<file path="config.mk">
export PLATFORM = sky130hd
export DESIGN_NAME = ordered_list_append_remove_core
export DESIGN_NICKNAME = d
export VERILOG_FILES = /design/src/olar_pkg.sv /design/src/olar_ram.sv /design/src/ordered_list_append_remove_core.sv
export SDC_FILE = /design/constraint.sdc
export NUM_CORES = 1
export LEC_CHECK = 0
export BUFFER_PORTS_ARGS = -buffer_cell sky130_fd_sc_hd__clkbuf_2
export CORE_MARGIN = 2
export CORE_UTILIZATION = 50
export CTS_BUF_LIST = sky130_fd_sc_hd__clkbuf_4
export DETAILED_ROUTE_END_ITERATION = 6
export PLACE_DENSITY = 0.63
export RECOVER_POWER = 25
export SETUP_SLACK_MARGIN = 0.1
export SYNTH_ARGS = -nofsm -noshare
export SYNTH_HDL_FRONTEND = slang
export SYNTH_HIERARCHICAL = 1
export SYNTH_SLANG_ARGS = --single-unit
</file>
<file path="constraint.sdc">
create_clock -name aclk -period 5.6 [get_ports aclk]
set_clock_uncertainty 0.05 [all_clocks]
set_input_delay 0 -clock aclk [delete_from_list [all_inputs] [get_ports aclk]]
set_output_delay 0 -clock aclk [all_outputs]
set_load 0.03 [all_outputs]
</file>
<file path="src/olar_pkg.sv">
package olar_pkg;

    localparam int DEPTH  = 16;
    localparam int DATA_W = 32;
    localparam int IDX_W  = (DEPTH > 1) ? $clog2(DEPTH) : 1;
    localparam int CNT_W  = $clog2(DEPTH + 1);

    typedef logic [1:0] mode_t;
    typedef logic [2:0] status_t;

    localparam mode_t MODE_APPEND = 2'd0;
    localparam mode_t MODE_REMOVE = 2'd1;
    localparam mode_t MODE_DUMP   = 2'd2;

    localparam status_t ST_APPENDED = 3'd0;
    localparam status_t ST_FULL     = 3'd1;
    localparam status_t ST_REMOVED  = 3'd2;
    localparam status_t ST_NOTFOUND = 3'd3;
    localparam status_t ST_ENTRY    = 3'd4;
    localparam status_t ST_EMPTY    = 3'd5;

endpackage

</file>
<file path="src/olar_ram.sv">
module olar_ram #(
    parameter int WIDTH = 32,
    parameter int DEPTH = 16,
    parameter int ADDR_W = (DEPTH > 1) ? $clog2(DEPTH) : 1
) (
    input  logic              clk,
    input  logic              wr_en,
    input  logic [ADDR_W-1:0] wr_addr,
    input  logic [WIDTH-1:0]  wr_data,
    input  logic              rd_en,
    input  logic [ADDR_W-1:0] rd_addr,
    output logic [WIDTH-1:0]  rd_data
);

    logic [WIDTH-1:0] mem [DEPTH];

    always_ff @(posedge clk) begin
        if (wr_en) begin
            mem[wr_addr] <= wr_data;
        end
        // hold read data until the next read
        if (rd_en) begin
            rd_data <= mem[rd_addr];
        end
    end

endmodule

</file>
<file path="src/ordered_list_append_remove_core.sv">
// Ordered list core: up to DEPTH signed words kept in insertion order in one RAM.
// Append: result beat in the cycle after the command beat; a new command may be taken in that cycle if m_ready is high.
// Remove: one RAM read per entry, then the result beat once the output register is free.
// Dump: entry beats in list order, one entry beat per cycle while the output does not stall.
// Throughput is set by the single RAM read port; output stalls hold the sequencer.
// Reset (aresetn, synchronous, active low) empties the list; RAM contents are not cleared.
module ordered_list_append_remove_core
    import olar_pkg::*;
(
    input  logic                     aclk,
    input  logic                     aresetn,

    input  logic                     s_valid,
    output logic                     s_ready,
    input  logic [1:0]               s_mode,
    input  logic signed [DATA_W-1:0] s_value,

    output logic                     m_valid,
    input  logic                     m_ready,
    output logic [2:0]               m_status,
    output logic signed [DATA_W-1:0] m_entry_value,
    output logic                     m_last
);

    // Sequencer states
    localparam logic [1:0] S_IDLE    = 2'd0;
    localparam logic [1:0] S_RM_SCAN = 2'd1;
    localparam logic [1:0] S_RM_DONE = 2'd2;
    localparam logic [1:0] S_DUMP    = 2'd3;

    logic [1:0]        state_reg, state_next;
    logic [CNT_W-1:0]  count_reg, count_next;
    logic [CNT_W-1:0]  rd_idx_reg, rd_idx_next;     // next address to read
    logic [IDX_W-1:0]  dat_idx_reg, dat_idx_next;   // address of the word on the RAM output
    logic              dat_vld_reg, dat_vld_next;   // RAM output holds an unconsumed word
    logic              found_reg, found_next;
    logic [DATA_W-1:0] op_value_reg, op_value_next;

    logic              m_valid_reg;
    status_t           m_status_reg;
    logic [DATA_W-1:0] m_entry_value_reg;
    logic              m_last_reg;

    // RAM port signals
    logic              ram_wr_en;
    logic [IDX_W-1:0]  ram_wr_addr;
    logic [DATA_W-1:0] ram_wr_data;
    logic              ram_rd_en;
    logic [IDX_W-1:0]  ram_rd_addr;
    logic [DATA_W-1:0] ram_rd_data;

    // Output register load
    logic              out_load;
    status_t           out_status;
    logic [DATA_W-1:0] out_value;
    logic              out_last;

    logic              out_free;
    logic              in_beat;
    logic              more_to_read;
    logic              dat_is_last;

    assign out_free     = !m_valid_reg || m_ready;
    assign s_ready      = (state_reg == S_IDLE) && out_free;
    assign in_beat      = s_valid && s_ready;
    assign more_to_read = rd_idx_reg < count_reg;
    assign dat_is_last  = (CNT_W'(dat_idx_reg) + CNT_W'(1)) == count_reg;

    olar_ram #(
        .WIDTH (DATA_W),
        .DEPTH (DEPTH)
    ) u_ram (
        .clk     (aclk),
        .wr_en   (ram_wr_en),
        .wr_addr (ram_wr_addr),
        .wr_data (ram_wr_data),
        .rd_en   (ram_rd_en),
        .rd_addr (ram_rd_addr),
        .rd_data (ram_rd_data)
    );

    always_comb begin
        state_next    = state_reg;
        count_next    = count_reg;
        rd_idx_next   = rd_idx_reg;
        dat_idx_next  = dat_idx_reg;
        dat_vld_next  = dat_vld_reg;
        found_next    = found_reg;
        op_value_next = op_value_reg;

        ram_wr_en   = 1'b0;
        ram_wr_addr = count_reg[IDX_W-1:0];
        ram_wr_data = s_value;
        ram_rd_en   = 1'b0;
        ram_rd_addr = rd_idx_reg[IDX_W-1:0];

        out_load   = 1'b0;
        out_status = ST_APPENDED;
        out_value  = s_value;
        out_last   = 1'b1;

        unique case (state_reg)
            S_IDLE: begin
                if (in_beat) begin
                    op_value_next = s_value;
                    rd_idx_next   = '0;
                    dat_vld_next  = 1'b0;
                    found_next    = 1'b0;
                    unique case (s_mode)
                        MODE_APPEND: begin
                            out_load = 1'b1;
                            if (count_reg < CNT_W'(DEPTH)) begin
                                // store at the tail
                                ram_wr_en  = 1'b1;
                                count_next = count_reg + CNT_W'(1);
                            end else begin
                                out_status = ST_FULL;
                            end
                        end
                        MODE_REMOVE: begin
                            if (count_reg == '0) begin
                                out_load   = 1'b1;
                                out_status = ST_NOTFOUND;
                            end else begin
                                state_next = S_RM_SCAN;
                            end
                        end
                        MODE_DUMP: begin
                            if (count_reg == '0) begin
                                out_load   = 1'b1;
                                out_status = ST_EMPTY;
                                out_value  = '0;
                            end else begin
                                state_next = S_DUMP;
                            end
                        end
                        default: begin
                            // unused mode: drop the beat
                        end
                    endcase
                end
            end

            S_RM_SCAN: begin
                // stream reads through the list, one address a cycle
                if (more_to_read) begin
                    ram_rd_en    = 1'b1;
                    rd_idx_next  = rd_idx_reg + CNT_W'(1);
                    dat_idx_next = rd_idx_reg[IDX_W-1:0];
                    dat_vld_next = 1'b1;
                end else begin
                    dat_vld_next = 1'b0;
                end
                if (dat_vld_reg) begin
                    if (found_reg) begin
                        // close the gap: move this word down one place
                        ram_wr_en   = 1'b1;
                        ram_wr_addr = dat_idx_reg - IDX_W'(1);
                        ram_wr_data = ram_rd_data;
                    end else if (ram_rd_data == op_value_reg) begin
                        found_next = 1'b1;
                    end
                    if (dat_is_last) begin
                        state_next = S_RM_DONE;
                    end
                end
            end

            S_RM_DONE: begin
                if (out_free) begin
                    out_load   = 1'b1;
                    out_value  = op_value_reg;
                    out_status = found_reg ? ST_REMOVED : ST_NOTFOUND;
                    if (found_reg) begin
                        count_next = count_reg - CNT_W'(1);
                    end
                    state_next = S_IDLE;
                end
            end

            S_DUMP: begin
                out_load   = dat_vld_reg && out_free;
                out_status = ST_ENTRY;
                out_value  = ram_rd_data;
                out_last   = dat_is_last;
                // advance the read only when the RAM output word is gone or leaving
                if (more_to_read && (!dat_vld_reg || out_load)) begin
                    ram_rd_en    = 1'b1;
                    rd_idx_next  = rd_idx_reg + CNT_W'(1);
                    dat_idx_next = rd_idx_reg[IDX_W-1:0];
                    dat_vld_next = 1'b1;
                end else if (out_load) begin
                    dat_vld_next = 1'b0;
                end
                if (out_load && dat_is_last) begin
                    state_next = S_IDLE;
                end
            end

            default: begin
                state_next = S_IDLE;
            end
        endcase
    end

    always_ff @(posedge aclk) begin
        if (!aresetn) begin
            state_reg   <= S_IDLE;
            count_reg   <= '0;
            dat_vld_reg <= 1'b0;
            found_reg   <= 1'b0;
            m_valid_reg <= 1'b0;
        end else begin
            state_reg   <= state_next;
            count_reg   <= count_next;
            dat_vld_reg <= dat_vld_next;
            found_reg   <= found_next;
            if (out_load) begin
                m_valid_reg <= 1'b1;
            end else if (m_ready) begin
                m_valid_reg <= 1'b0;
            end
        end
    end

    // Payload registers: no reset
    always_ff @(posedge aclk) begin
        rd_idx_reg   <= rd_idx_next;
        dat_idx_reg  <= dat_idx_next;
        op_value_reg <= op_value_next;
        if (out_load) begin
            m_status_reg      <= out_status;
            m_entry_value_reg <= out_value;
            m_last_reg        <= out_last;
        end
    end

    assign m_valid       = m_valid_reg;
    assign m_status      = m_status_reg;
    assign m_entry_value = m_entry_value_reg;
    assign m_last        = m_last_reg;

endmodule

</file>
==> Word-level counts from Yosys, hierarchy flattened <==
Memory sizes are Yosys's and may differ from the RTL's. A register that Yosys moved wholly into a read port is not among the register bits.
Cells that the tools add are included.
{ "word_totals": {"latchBits": 0, "output_inout_bits": 38, "ff_bits": 87, "memories": 1, "romBits": 0, "ramBits": 512} }
{ "op_classes": {"n_lt_le_gt_ge": 2, "bitwise": 0, "add_sub_neg": 5, "n_reduce_logical": 25, "eq_ne": 21, "mul": 0, "n_mux": 67, "n_shift": 0, "n_div": 0} }
{ "mem_list": {"columns": ["name", "depth", "width", "read_ports", "rd_clocked_by_memory_dff", "write_ports", "line", "rtl"], "rows": [
  ["u_ram.mem", 16, 32, 1, 1, 1, "olar_ram.sv:15", "logic [WIDTH-1:0] mem [DEPTH];"]
]} }
{ "op_table": {"columns": ["operator", "n"], "rows": [
  ["32-bit two-way mux", 7],
  ["32-bit case mux with 3 select lines", 1],
  ["5-bit two-way mux", 8],
  ["32-bit equality test", 1],
  ["1-bit two-way mux", 22],
  ["4-bit two-way mux", 5],
  ["2-bit two-way mux", 9],
  ["3-bit case mux with 3 select lines", 2],
  ["2-bit inequality test (second input constant)", 8],
  ["5-bit case mux with 3 select lines", 1],
  ["5-bit by 1-bit adder with 5-bit output (second input constant)", 2],
  ["5-bit case mux with 2 select lines", 1],
  ["3-bit inequality test (second input constant)", 3],
  ["3-bit AND reduction", 3],
  ["1-bit case mux with 2 select lines", 4],
  ["2-bit case mux with 4 select lines", 1],
  ["4-bit case mux with 2 select lines", 1],
  ["8-bit AND reduction", 1],
  ["2-bit nonzero test", 4],
  ["2-bit equality test (second input constant)", 3],
  ["3-bit two-way mux", 2],
  ["1-bit case mux with 3 select lines", 2],
  ["6-bit AND reduction", 1],
  ["4-bit by 1-bit adder with 5-bit output (second input constant)", 1],
  ["other kinds (18)", 27]
]} }

==> Depth between registers and ports, before layout <==
Gate-level depths: netlist (run 1).
{ "depth": {"ltp_word": 8, "ltp_mapped": 8, "depth_no_buf": 8} }

==> Hierarchy <==
Netlist (run 1), hierarchy kept.
{ "by_module_without_submodules": {"columns": ["mod", "n_inst", "seq_area_each_um2", "cells_each", "area_per_inst_um2"], "rows": [
  ["olar_ram", 1, 16335.7, 838, 20155.6],
  ["ordered_list_append_remove_core", 1, 2512.4, 402, 4942.2]
]} }

==> Least setup slack after synthesis (run 1) <==
OpenSTA, ideal clock, no wires.
{ "synth_path": {"kind": "flip-flop to flip-flop", "from": "register m_valid_reg, in the netlist m_valid", "to": "memory u_ram.mem[0][0] (enable)", "stages_incl_launch_ff": 7, "t_required_ns": 5.089, "period_less_slack_ns": 4.697, "t_arrival_ns": 4.186, "n_path_buf": 1, "path_slack_ns": 0.903, "cell_sequence": "dfxtp_1 > nand2b_1 > clkbuf_1 > nand3_1 > o41ai_1 > or3b_2 > nor3_1"} }
{ "synth_between": {"elab_chain_cells": 8} }
{ "synth_rtl": {"columns": ["item", "line", "rtl"], "rows": [
  ["start, declared", "ordered_list_append_remove_core.sv:39", "logic m_valid_reg;"],
  ["start signal, assigned", "ordered_list_append_remove_core.sv:212", "m_valid_reg <= 1'b0;"],
  ["start signal, assigned", "ordered_list_append_remove_core.sv:219", "m_valid_reg <= 1'b1;"],
  ["start signal, assigned", "ordered_list_append_remove_core.sv:221", "m_valid_reg <= 1'b0;"],
  ["1-bit zero test", "ordered_list_append_remove_core.sv:63", "assign out_free = !m_valid_reg || m_ready;"],
  ["1-bit logical OR", "ordered_list_append_remove_core.sv:63", null],
  ["1-bit logical AND", "ordered_list_append_remove_core.sv:64", "assign s_ready = (state_reg == S_IDLE) && out_free;"],
  ["1-bit logical AND", "ordered_list_append_remove_core.sv:65", "assign in_beat = s_valid && s_ready;"],
  ["1-bit two-way mux", "ordered_list_append_remove_core.sv:104", "if (in_beat) begin"],
  ["1-bit case mux with 2 select lines", "ordered_list_append_remove_core.sv:102", "unique case (state_reg)"],
  ["via ram_wr_en", "ordered_list_append_remove_core.sv:45", "logic ram_wr_en;"],
  ["1-bit two-way mux", "olar_ram.sv:18", "if (wr_en) begin"],
  ["1-bit two-way mux (implied by the code)", "olar_ram.sv:19", "mem[wr_addr] <= wr_data;"],
  ["end, declared", "olar_ram.sv:15", null]
]} }
The timed path passes the listed nets, and every way through them passes these cells.

==> Worst setup path in the final report (run 1) <==
{ "layout_path": {"from": "register state_reg[0]", "to": "memory u_ram.mem[6][14] (enable)"} }
{ "layout_between": {"elab_cells_between_ends": 9, "classes_between": "eq/ne: 1; mux: 5; reduce/logical: 3"} }
{ "layout_lines": {"columns": ["item", "line", "rtl"], "rows": [
  ["start, declared", "ordered_list_append_remove_core.sv:31", "logic [1:0] state_reg, state_next;"],
  ["start signal, assigned", "ordered_list_append_remove_core.sv:214", "state_reg <= state_next;"],
  ["2-bit by 1-bit equality test with 1-bit output", "ordered_list_append_remove_core.sv:102", null],
  ["4-bit two-way mux", "ordered_list_append_remove_core.sv:102", null],
  ["via ram_wr_addr[0]", "ordered_list_append_remove_core.sv:46", "logic [IDX_W-1:0] ram_wr_addr;"]
]} }
The timed path passes the listed nets, and every way through them passes these cells.

==> results of run 1 <==
[what timing repair did]
item,4_1_cts,5_1_grt
hold buffers,76,0
endpoints found under the setup margin,0,0
hold endpoints to repair,653,0
[final cells by class]
| cell class | instances | area [um2] | share of cell area [%] |
|---|---|---|---|
| inverter | 14 | 52.6 | 0.181 |
| timing repair buffer | 172 | 1210 | 4.18 |
| antenna | 4 | 10.0 | 0.0345 |
| multi-input combinational | 526 | 5990 | 20.6 |
| tap | 672 | 841 | 2.90 |
| sequential | 631 | 18800 | 64.9 |
| clock inverter | 51 | 408 | 1.40 |
| clock buffer | 222 | 1670 | 5.74 |
[Yosys cell counts (all sizes together) (2+ instances only)]
library cell  instances
edfxtp              621
mux4                128
a22oi                74
a22o                 46
nand2                46
buf                  38
mux2                 33
clkbuf               31
xnor2                29
nor2                 20
xor2                 16
a21oi                14
ha                   14
inv                  14
dfxtp                10
nor3                 10
o2bb2ai              10
nand3                 9
and2                  8
nand4                 8
nor2b                 7
nand2b                6
o21ai                 5
nand3b                4
o21a                  4
mux2i                 3
nor4                  3
o22ai                 3
a2111oi               2
a21o                  2
a31oi                 2
o221ai                2
[cell families after synthesis]
kind of cell | count (synthesis) | synth area share (%)
DFF | 631 | 75.1
muxes | 164 | 13.1
AOI/OAI and AO/OA | 174 | 5.38
buffers and inverters | 83 | 1.49
xor gates and xnor gates | 45 | 1.57
and+or+nand+nor | 128 | 2.59
adders and majority gates | 15 | 0.778
[critical path: cells and delay by family, from the launching register on]
kind	cells	cell delay, ps
AND/OR/NAND/NOR	5	1960
buffers and inverters	3	1700
AO/OA/AOI/OAI	1	340
flip-flops	1	330
[per-stage QoR]
step	instance area [um2]	utilization, %
global placement	26300	52.8
floorplan	25100	-
CTS	29200	58.5
detailed placement	26300	52.8
finish	29000	58.2
global route	29000	58.2
[per-layer routing]
metal	part of all wire [%]	vias to the layer above	routed length, um
met5	0.026	-	16
met4	1.7	2	1090
met3	11	78	6740
met2	44	709	27700
met1	43	7121	26900
li1	-	5816	-
[path summary, 6_finish.rpt]
check | start | cells past startpoint | slack, ps | to
hold / removal | s_valid | 5 | 100 | found_reg
hold reg to reg | found_reg | 2 | 470 | found_reg
setup reg to reg | state_reg[0] | 9 | 770 | u_ram/mem[6][14]
setup / recovery | state_reg[0] | 9 | 770 | u_ram/mem[6][14]
[power by group]
part           leakage, nW  internal (mW)  switching, mW
combinational         2.55          0.608          0.866
sequential            5.71           5.35         0.0822
clock                 1.21           2.19           1.79
total                 9.47           8.14           2.74
==> flow_metrics.env, run 1 <==
export IMPL_status="finished, violations left"
export IMPL_violations="capacitance limit, slew limit"
export IMPL_slew_headroom_pct=-164
export IMPL_synth_largest_area_cell="edfxtp_1"
export IMPL_postSynthAreaPerCell_um2=20.2
export IMPL_fp_row_count=82
export IMPL_first_global_vias=13600
export IMPL_antenna_found_initial=7
export IMPL_drv_slew=191
export IMPL_finalHoldViolCount=0
export IMPL_core_area_um2=49900
export IMPL_fmax_mhz=207
export IMPL_placedCellCount=1939
export IMPL_ys_seq_area_share_pct=75.1
export IMPL_die_y_um=228
export IMPL_synth_async_reset_ratio_pct=0
export IMPL_met3_usage_pct=9.01
export IMPL_ys_ff_latch=631
export IMPL_cp_cell_sequence="clkbuf_2, nor2b_1, nand3_1, buf_4, nand2_1, o21ai_0, nand2b_1, nor2_4, buf_4"
export IMPL_worstPathRequired_ps=6170
export IMPL_layoutNonFillerInstCount=2292
export IMPL_p_per_area_nw_per_um2=375
export IMPL_root_buffer="clkbuf_4"
export IMPL_fin_nets=1558
export IMPL_postLayoutSetupSlackWorst_ps=768
export IMPL_peakVddDrop_uv=314
export IMPL_grt_pass1_wl_um=90600
export IMPL_die_area_um2=52000
export IMPL_worstSetupPathType="reg2reg"
export IMPL_grt_util_met2_pct=34.3
export IMPL_drive_gt1_share_pct=26.8
export IMPL_cts_sinks=631
export IMPL_crit_top_cell="buf_4"
export IMPL_yosysUniqueCellTypes=57
export IMPL_via_count=13700
export IMPL_final_common_cell="edfxtp_1"
export IMPL_first_pass_iters=5
export IMPL_syn_area_um2=25100
export IMPL_fin_crit_ps=4830
export IMPL_leakagePower_nw=9.47
export IMPL_grt_max_degree=132
export IMPL_floorplan_initialDensity_pct=50.3
export IMPL_gp_congestion=0.836
export IMPL_setup_violations=0
export IMPL_syn_nets=1293
export IMPL_worst_setup_path_start_kind="flip-flop"
export IMPL_ant_nets=0
export IMPL_synth_cells=1240
export IMPL_path_max_fanout=57
export IMPL_rsz0062_at_grt="false"
export IMPL_cp_slowest_stage_delay_ps=930
export IMPL_total_power_mw=10.9
export IMPL_hold_path_class="in2reg"
export IMPL_die_w_um=228
export IMPL_viasPerCell=5.99
export IMPL_largest_reg_flops=512
export IMPL_cpMaxStageDelayCell="clkbuf_2"
export IMPL_cts_buffer_depth=3
export IMPL_track_usage_pct=24.4
export IMPL_busiest_layer="met1"
export IMPL_htreeDepth=4
export IMPL_synth_area_leaders="edfxtp_1 (74%), mux4_2 (11%), a22oi_1 (2.2%)"
export IMPL_cts_resized=0
export IMPL_synth_edf_count=621
export IMPL_drc=0
export IMPL_worst_skew_pair_late_latency_ps=980
export IMPL_yosysWarnings=6
export IMPL_synth_top_area_share_pct=74.3
export IMPL_holdWs_ps=97.5
export IMPL_setup_tns_ps=0
export IMPL_drtIter0Drc=1815
export IMPL_synthFlopType="edfxtp_1"
export IMPL_cts_buffers=160
export IMPL_period_share_pct=86.3
export IMPL_portBuffers=75
export IMPL_post_cts_buffers=0
export IMPL_routedWlPerCell_um=27.3
export IMPL_cap_viol_max_count=4
export IMPL_cts_tree="done"
export IMPL_layout_common_cells="edfxtp_1 (621), clkbuf_4 (222), mux4_2 (128), dlygate4sd3_1 (76), a22oi_1 (74)"
export IMPL_crit_path_end_kind="flip-flop"
export IMPL_wl_um=62500
export IMPL_dp_hpwl_um=37500
export IMPL_met1_usage_pct=36.0
export IMPL_clkTransAtPathRegs_ps=60
export IMPL_grt_overflow_total=0
export IMPL_largest_register="u_ram/mem"
export IMPL_fillers=3887
export IMPL_num_io_pins=76
export IMPL_critPathArrivalTime_ps=5400
export IMPL_worst_slew_pin_slew_ps=3970
export IMPL_layout_area_overhead_vs_synth_pct=15.7
export IMPL_dp_slack_ps=1430
Note: power is estimated with default switching activity, not from simulation.
==> inputs of run 2 (changes only) <==
--- a/config.mk
+++ b/config.mk
@@ -7,10 +7,9 @@
 export LEC_CHECK = 0
 export BUFFER_PORTS_ARGS = -buffer_cell sky130_fd_sc_hd__clkbuf_2
 export CORE_MARGIN = 2
-export CORE_UTILIZATION = 50
-export CTS_BUF_LIST = sky130_fd_sc_hd__clkbuf_4
+export CORE_UTILIZATION = 55
 export DETAILED_ROUTE_END_ITERATION = 6
-export PLACE_DENSITY = 0.63
+export PLACE_DENSITY = 0.69
 export RECOVER_POWER = 25
 export SETUP_SLACK_MARGIN = 0.1
 export SYNTH_ARGS = -nofsm -noshare
==> run 2 against run 1 <==
The flow still finishes with violations (capacitance limit, slew limit). Critical path depth shrank 5. Die area shrank 8.9%. Cell area shrank 2.1%.
==> flow_metrics.env, run 2 (synthesis results as in run 1) <==
export IMPL_placedCellCount=1858
export IMPL_p_int_mw=8.31
export IMPL_total_power_mw=10.9
export IMPL_setup_tns_ps=0
export IMPL_fillers=3095
export IMPL_worstSetupPathType="reg2reg"
export IMPL_drtIter0Drc=1550
export IMPL_postLayoutSetupSlackWorst_ps=885
export IMPL_final_common_cell="edfxtp_1"
export IMPL_hold_path_class="in2reg"
export IMPL_first_global_vias=12600
export IMPL_status="finished, violations left"
export IMPL_peakVddDrop_uv=369
export IMPL_crit_path_end_kind="flip-flop"
export IMPL_htreeDepth=2
export IMPL_p_per_area_nw_per_um2=384
export IMPL_drv_slew=234
export IMPL_dp_hpwl_um=36200
export IMPL_p_sw_mw=2.61
export IMPL_wl_um=57600
export IMPL_core_area_um2=45200
export IMPL_rr_endpoint="u_ram/rd_data[31]"
export IMPL_fin_nets=1412
export IMPL_layout_common_cells="edfxtp_1 (621), mux4_2 (128), clkbuf_1 (86), a22oi_1 (74), clkbuf_16 (63)"
export IMPL_cts_buffer_depth=3
export IMPL_layoutNonFillerInstCount=2008
export IMPL_grt_overflow_total=0
export IMPL_portBuffers=75
export IMPL_grt_pass1_wl_um=83500
export IMPL_setup_violations=0
export IMPL_worstPathRequired_ps=5900
export IMPL_rrSetupSlack_ps=880
export IMPL_floorplan_initialDensity_pct=55.5
export IMPL_dp_slack_ps=1300
export IMPL_fp_row_count=78
export IMPL_viasPerCell=6.38
export IMPL_worst_skew_pair_late_latency_ps=620
export IMPL_p_seq_share_pct=49.8
export IMPL_die_area_um2=47400
export IMPL_via_count=12800
export IMPL_path_max_fanout=131
export IMPL_r2r_start="rd_idx_reg[1]"
export IMPL_violations="capacitance limit, slew limit"
export IMPL_die_w_um=218
export IMPL_cts_sinks=631
export IMPL_track_usage_pct=24.6
export IMPL_worst_setup_path_start_kind="flip-flop"
export IMPL_die_y_um=218
export IMPL_cts_buffers=61
export IMPL_period_share_pct=84.2
export IMPL_leakagePower_nw=9.01
export IMPL_fmax_mhz=212
export IMPL_hold_depth=4
export IMPL_diodes=0
export IMPL_num_io_pins=76
export IMPL_layout_area_overhead_vs_synth_pct=13.2
export IMPL_ant_nets=0
export IMPL_largest_register="u_ram/mem"
export IMPL_reg2reg_depth=4
export IMPL_first_pass_iters=5
export IMPL_gp_congestion=0.846
export IMPL_cts_tree="done"
export IMPL_whs_endpoint="dat_vld_reg"
export IMPL_finalHoldViolCount=0
export IMPL_grt_max_degree=132
export IMPL_cts_resized=0
export IMPL_p_sw_share_pct=23.9
export IMPL_critPathArrivalTime_ps=5020
export IMPL_root_buffer="clkbuf_16"
export IMPL_combPwrFrac_pct=13.0
export IMPL_clkTransAtPathRegs_ps=60
export IMPL_drive_gt1_share_pct=19.4
export IMPL_post_cts_buffers=0
export IMPL_cap_viol_max_count=4
export IMPL_worst_slew_pin_slew_ps=3950
export IMPL_fin_crit_ps=4720
export IMPL_largest_reg_flops=512
export IMPL_drc=0
export IMPL_rsz0062_at_grt="false"
export IMPL_routedWlPerCell_um=28.7
export IMPL_power_frac_clock_pct=37.2
export IMPL_antenna_found_initial=1
export IMPL_hp_start="m_ready"
export IMPL_slew_headroom_pct=-163
run 2: metrics by stage:
step	util (%)	hold WS [ps]	area [um2]
floorplan	-	48.9	25100
global placement	58.0	182	26200
detailed placement	58.0	175	26200
CTS	63.2	5.78	28600
global route	62.9	124	28400
finish	62.9	96.6	28400
run 2: worst max path at each step:
stage | startpoint | to | slack, ps | cells after the start
finish | rd_idx_reg[1] | u_ram/rd_data[31] | 880 | 4
CTS | state_reg[0] | u_ram/mem[7][22] | 1270 | 6
global route | state_reg[0] | u_ram/mem[5][20] | 620 | 6
global placement | state_reg[0] | u_ram/mem[7][10] | 1480 | 6
detailed placement | state_reg[0] | u_ram/mem[5][8] | 1300 | 6
floorplan | m_valid | u_ram/mem[0][0] | 900 | 6
run 2: cell type report:
type                    instances  area, um2  share of cell area [%]
multi-input cells             526       6030                    21.2
clock inverters                36        359                    1.26
flip-flops and latches        631      18800                    66.3
inverters                      14       52.6                   0.185
repair buffers                125        757                    2.66
well taps                     600        751                    2.64
clock buffers                  76       1630                    5.72
run 2: critical path, cell delays in order (launching register included):
cell and delay (ps):
edfxtp_1 380, clkbuf_2 2650, mux4_2 510, a22oi_1 580, nand2_1 110
run 2: layer usage:
| layer | vias to the layer above | routed length, um | GRT usage, % |
|---|---|---|---|
| li1 | 5403 | - | - |
| met1 | 6786 | 25600 | 38.9 |
| met2 | 537 | 24900 | 33.9 |
| met3 | 80 | 5660 | 6.03 |
| met4 | 0 | 1500 | 7.95 |
| met5 | - | 0 | 0 |
run 2: timing repair:
action                                  CTS  global route
hold endpoints to repair                101             0
endpoints found under the setup margin    0             0
hold buffers                             38             0
run 2: power by group through the flow:
stage	Sequential (mW)	Combinational (mW)	Clock, mW
6_report	5.43	1.42	4.06
5_1_grt	5.44	1.52	4.31
4_1_cts	5.43	1.38	4.15
3_5_place_dp	5.53	1.35	0
3_3_place_gp	5.53	1.34	0
2_1_floorplan	5.55	0.893	0
==> inputs of run 3 (changes only) <==
--- a/config.mk
+++ b/config.mk
@@ -9,7 +9,7 @@
 export CORE_MARGIN = 2
 export CORE_UTILIZATION = 55
 export DETAILED_ROUTE_END_ITERATION = 6
-export PLACE_DENSITY = 0.69
+export PLACE_DENSITY = 0.72
 export RECOVER_POWER = 25
 export SETUP_SLACK_MARGIN = 0.1
 export SYNTH_ARGS = -nofsm -noshare
==> constraint.sdc (replaced) <==
create_clock -name aclk -period 3.93 [get_ports aclk]
set_clock_uncertainty 0.05 [all_clocks]
set_input_delay 0 -clock aclk [delete_from_list [all_inputs] [get_ports aclk]]
set_output_delay 0 -clock aclk [all_outputs]
set_load 0.03 [all_outputs]
==> run 3 against run 2 <==
The run still ends with capacitance limit, slew limit left. Sequential share of layout area down 0.95 points. Register-to-register slack lost 390 ps. First-iteration DRC count increased by 1.2%. Count of clock-buffer cells in the layout fell by 3. Global-route usage rose by 0.61 points. Final cell count up 1.5%. Worst hold slack got worse by 14 ps. Die area unchanged. Core utilization is 0.91 points higher. Wire length up 2.0%. Flip-flop and latch count unchanged. Highest routed layer is now met5.
==> flow_metrics.env, run 3 (synthesis results as in run 1) <==
export IMPL_cpMaxStageDelayCell="nor2_4"
export IMPL_setup_tns_ps=0
export IMPL_cts_buffer_depth=3
export IMPL_ant_nets=0
export IMPL_worst_skew_pair_late_latency_ps=610
export IMPL_first_pass_iters=5
export IMPL_clkTransAtPathRegs_ps=60
export IMPL_r2r_start="state_reg[0]"
export IMPL_final_area_um2=28800
export IMPL_rrSetupSlack_ps=500
export IMPL_gp_congestion=0.815
export IMPL_leakagePower_nw=9.20
export IMPL_critPathArrivalTime_ps=3700
export IMPL_num_io_pins=76
export IMPL_cts_buffers=60
export IMPL_cts_tree="done"
export IMPL_drc=0
export IMPL_fp_row_count=78
export IMPL_grt_overflow_total=0
export IMPL_floorplan_initialDensity_pct=55.5
export IMPL_finish_utilization_pct=63.8
export IMPL_routedWlPerCell_um=28.8
export IMPL_largest_register="u_ram/mem"
export IMPL_portBuffers=75
export IMPL_fin_nets=1445
export IMPL_cp_slowest_stage_delay_ps=520
export IMPL_final_common_cell="edfxtp_1"
export IMPL_largest_reg_flops=512
export IMPL_rr_endpoint="u_ram/mem[7][19]"
export IMPL_fmax_mhz=291
export IMPL_worst_slew_pin_slew_ps=2140
export IMPL_peakVddDrop_uv=393
export IMPL_core_area_um2=45200
export IMPL_drv_slew=151
export IMPL_root_buffer="clkbuf_16"
export IMPL_fin_crit_ps=3430
export IMPL_holdWs_ps=83.0
export IMPL_setup_violations=0
export IMPL_path_max_fanout=20
export IMPL_whs_endpoint="m_status[1]"
export IMPL_reg2reg_depth=8
export IMPL_slew_headroom_pct=-42.4
export IMPL_hold_path_class="in2reg"
export IMPL_layout_area_overhead_vs_synth_pct=14.9
export IMPL_crit_top_cell="buf_4"
export IMPL_critPathBufInv=3
export IMPL_drive_gt1_share_pct=21.5
export IMPL_htreeDepth=2
export IMPL_wl_um=58700
export IMPL_worst_setup_path_start_kind="flip-flop"
export IMPL_cts_sinks=631
export IMPL_critPathTopFamily="simple AND/OR/NAND/NOR gates"
export IMPL_worstPathRequired_ps=4200
export IMPL_viasPerCell=6.41
export IMPL_crit_path_end_kind="flip-flop"
export IMPL_grt_max_degree=132
export IMPL_place_area_um2=26600
export IMPL_via_count=13100
export IMPL_die_y_um=218
export IMPL_hp_start="m_ready"
export IMPL_track_usage_pct=25.2
export IMPL_drtIter0Drc=1568
export IMPL_cp_cell_sequence="nor2b_1, nand3_1, buf_4, o21ai_0, buf_4, nand2_1, nor2_4, buf_4"
export IMPL_p_per_area_nw_per_um2=541
export IMPL_dp_hpwl_um=33900
export IMPL_postLayoutSetupSlackWorst_ps=498
export IMPL_status="finished, violations left"
export IMPL_die_w_um=218
export IMPL_hold_depth=4
export IMPL_cap_viol_max_count=2
export IMPL_violations="capacitance limit, slew limit"
export IMPL_finalHoldViolCount=0
export IMPL_dp_slack_ps=525
export IMPL_die_area_um2=47400
export IMPL_grt_pass1_wl_um=86000
export IMPL_worstSetupPathType="reg2reg"
export IMPL_rsz0062_at_grt="false"
export IMPL_layout_common_cells="edfxtp_1 (621), mux4_2 (128), clkbuf_1 (88), a22oi_1 (74), clkbuf_16 (61)"
export IMPL_antenna_found_initial=2
export IMPL_period_share_pct=87.3
export IMPL_first_global_vias=13200
## run 3: where the power goes
| group | total [mW] | switching, mW | internal, mW |
|---|---|---|---|
| combinational | 1.98 | 1.17 | 0.810 |
| sequential | 7.71 | 0.0940 | 7.61 |
| clock | 5.91 | 2.42 | 3.49 |
## run 3: how the worst max path moves through the flow
stage / start / to / slack, ps / depth (start not counted)
after floorplan: m_valid / u_ram/mem[1][0] / 90 / 6
after CTS: m_valid / u_ram/mem[0][30] / 510 / 6
after global placement: m_valid / u_ram/mem[0][14] / 560 / 6
final: state_reg[0] / u_ram/mem[7][19] / 500 / 8
after detailed placement: m_valid / u_ram/mem[0][14] / 530 / 6
after global routing: rd_idx_reg[0] / u_ram/rd_data[29] / 250 / 5
## run 3: worst reg2reg max path, stage by stage (launching register included)
cell and delay, ps:
dfxtp_1 360, nor2b_1 300, nand3_1 430, buf_4 420
o21ai_0 270, buf_4 250, nand2_1 270, nor2_4 520
buf_4 270
## run 3: layout make-up
type | instances | area [um2]
Clock buffer | 73 | 1570
Antenna cell | 1 | 2.50
Clock inverter | 34 | 439
Inverter | 14 | 52.6
Tap cell | 600 | 751
Sequential cell | 631 | 18800
Multi-Input combinational cell | 526 | 6050
Fill cell | 3029 | 16400
Timing Repair Buffer | 159 | 1120
## run 3: repair_timing
item	in CTS	in global routing
hold endpoints to repair	498	0
resized for setup	0	0
buffers inserted	0	0
hold buffers	38	0
## run 3: through the flow
step	power [mW]	cells
after floorplan	9.18	1240
after global placement	9.77	1892
after detailed placement	9.80	1892
after CTS	15.7	2037
after global routing	16.1	2037
final	15.6	2038
## run 3: metal layers
metal	vias to the layer above	track usage (%)	share of wire [%]
met1	6842	37.5	42
met2	673	37.9	46
met5	-	0	0.022
met4	2	7.12	2.5
li1	5456	-	-
met3	99	6.08	9.9
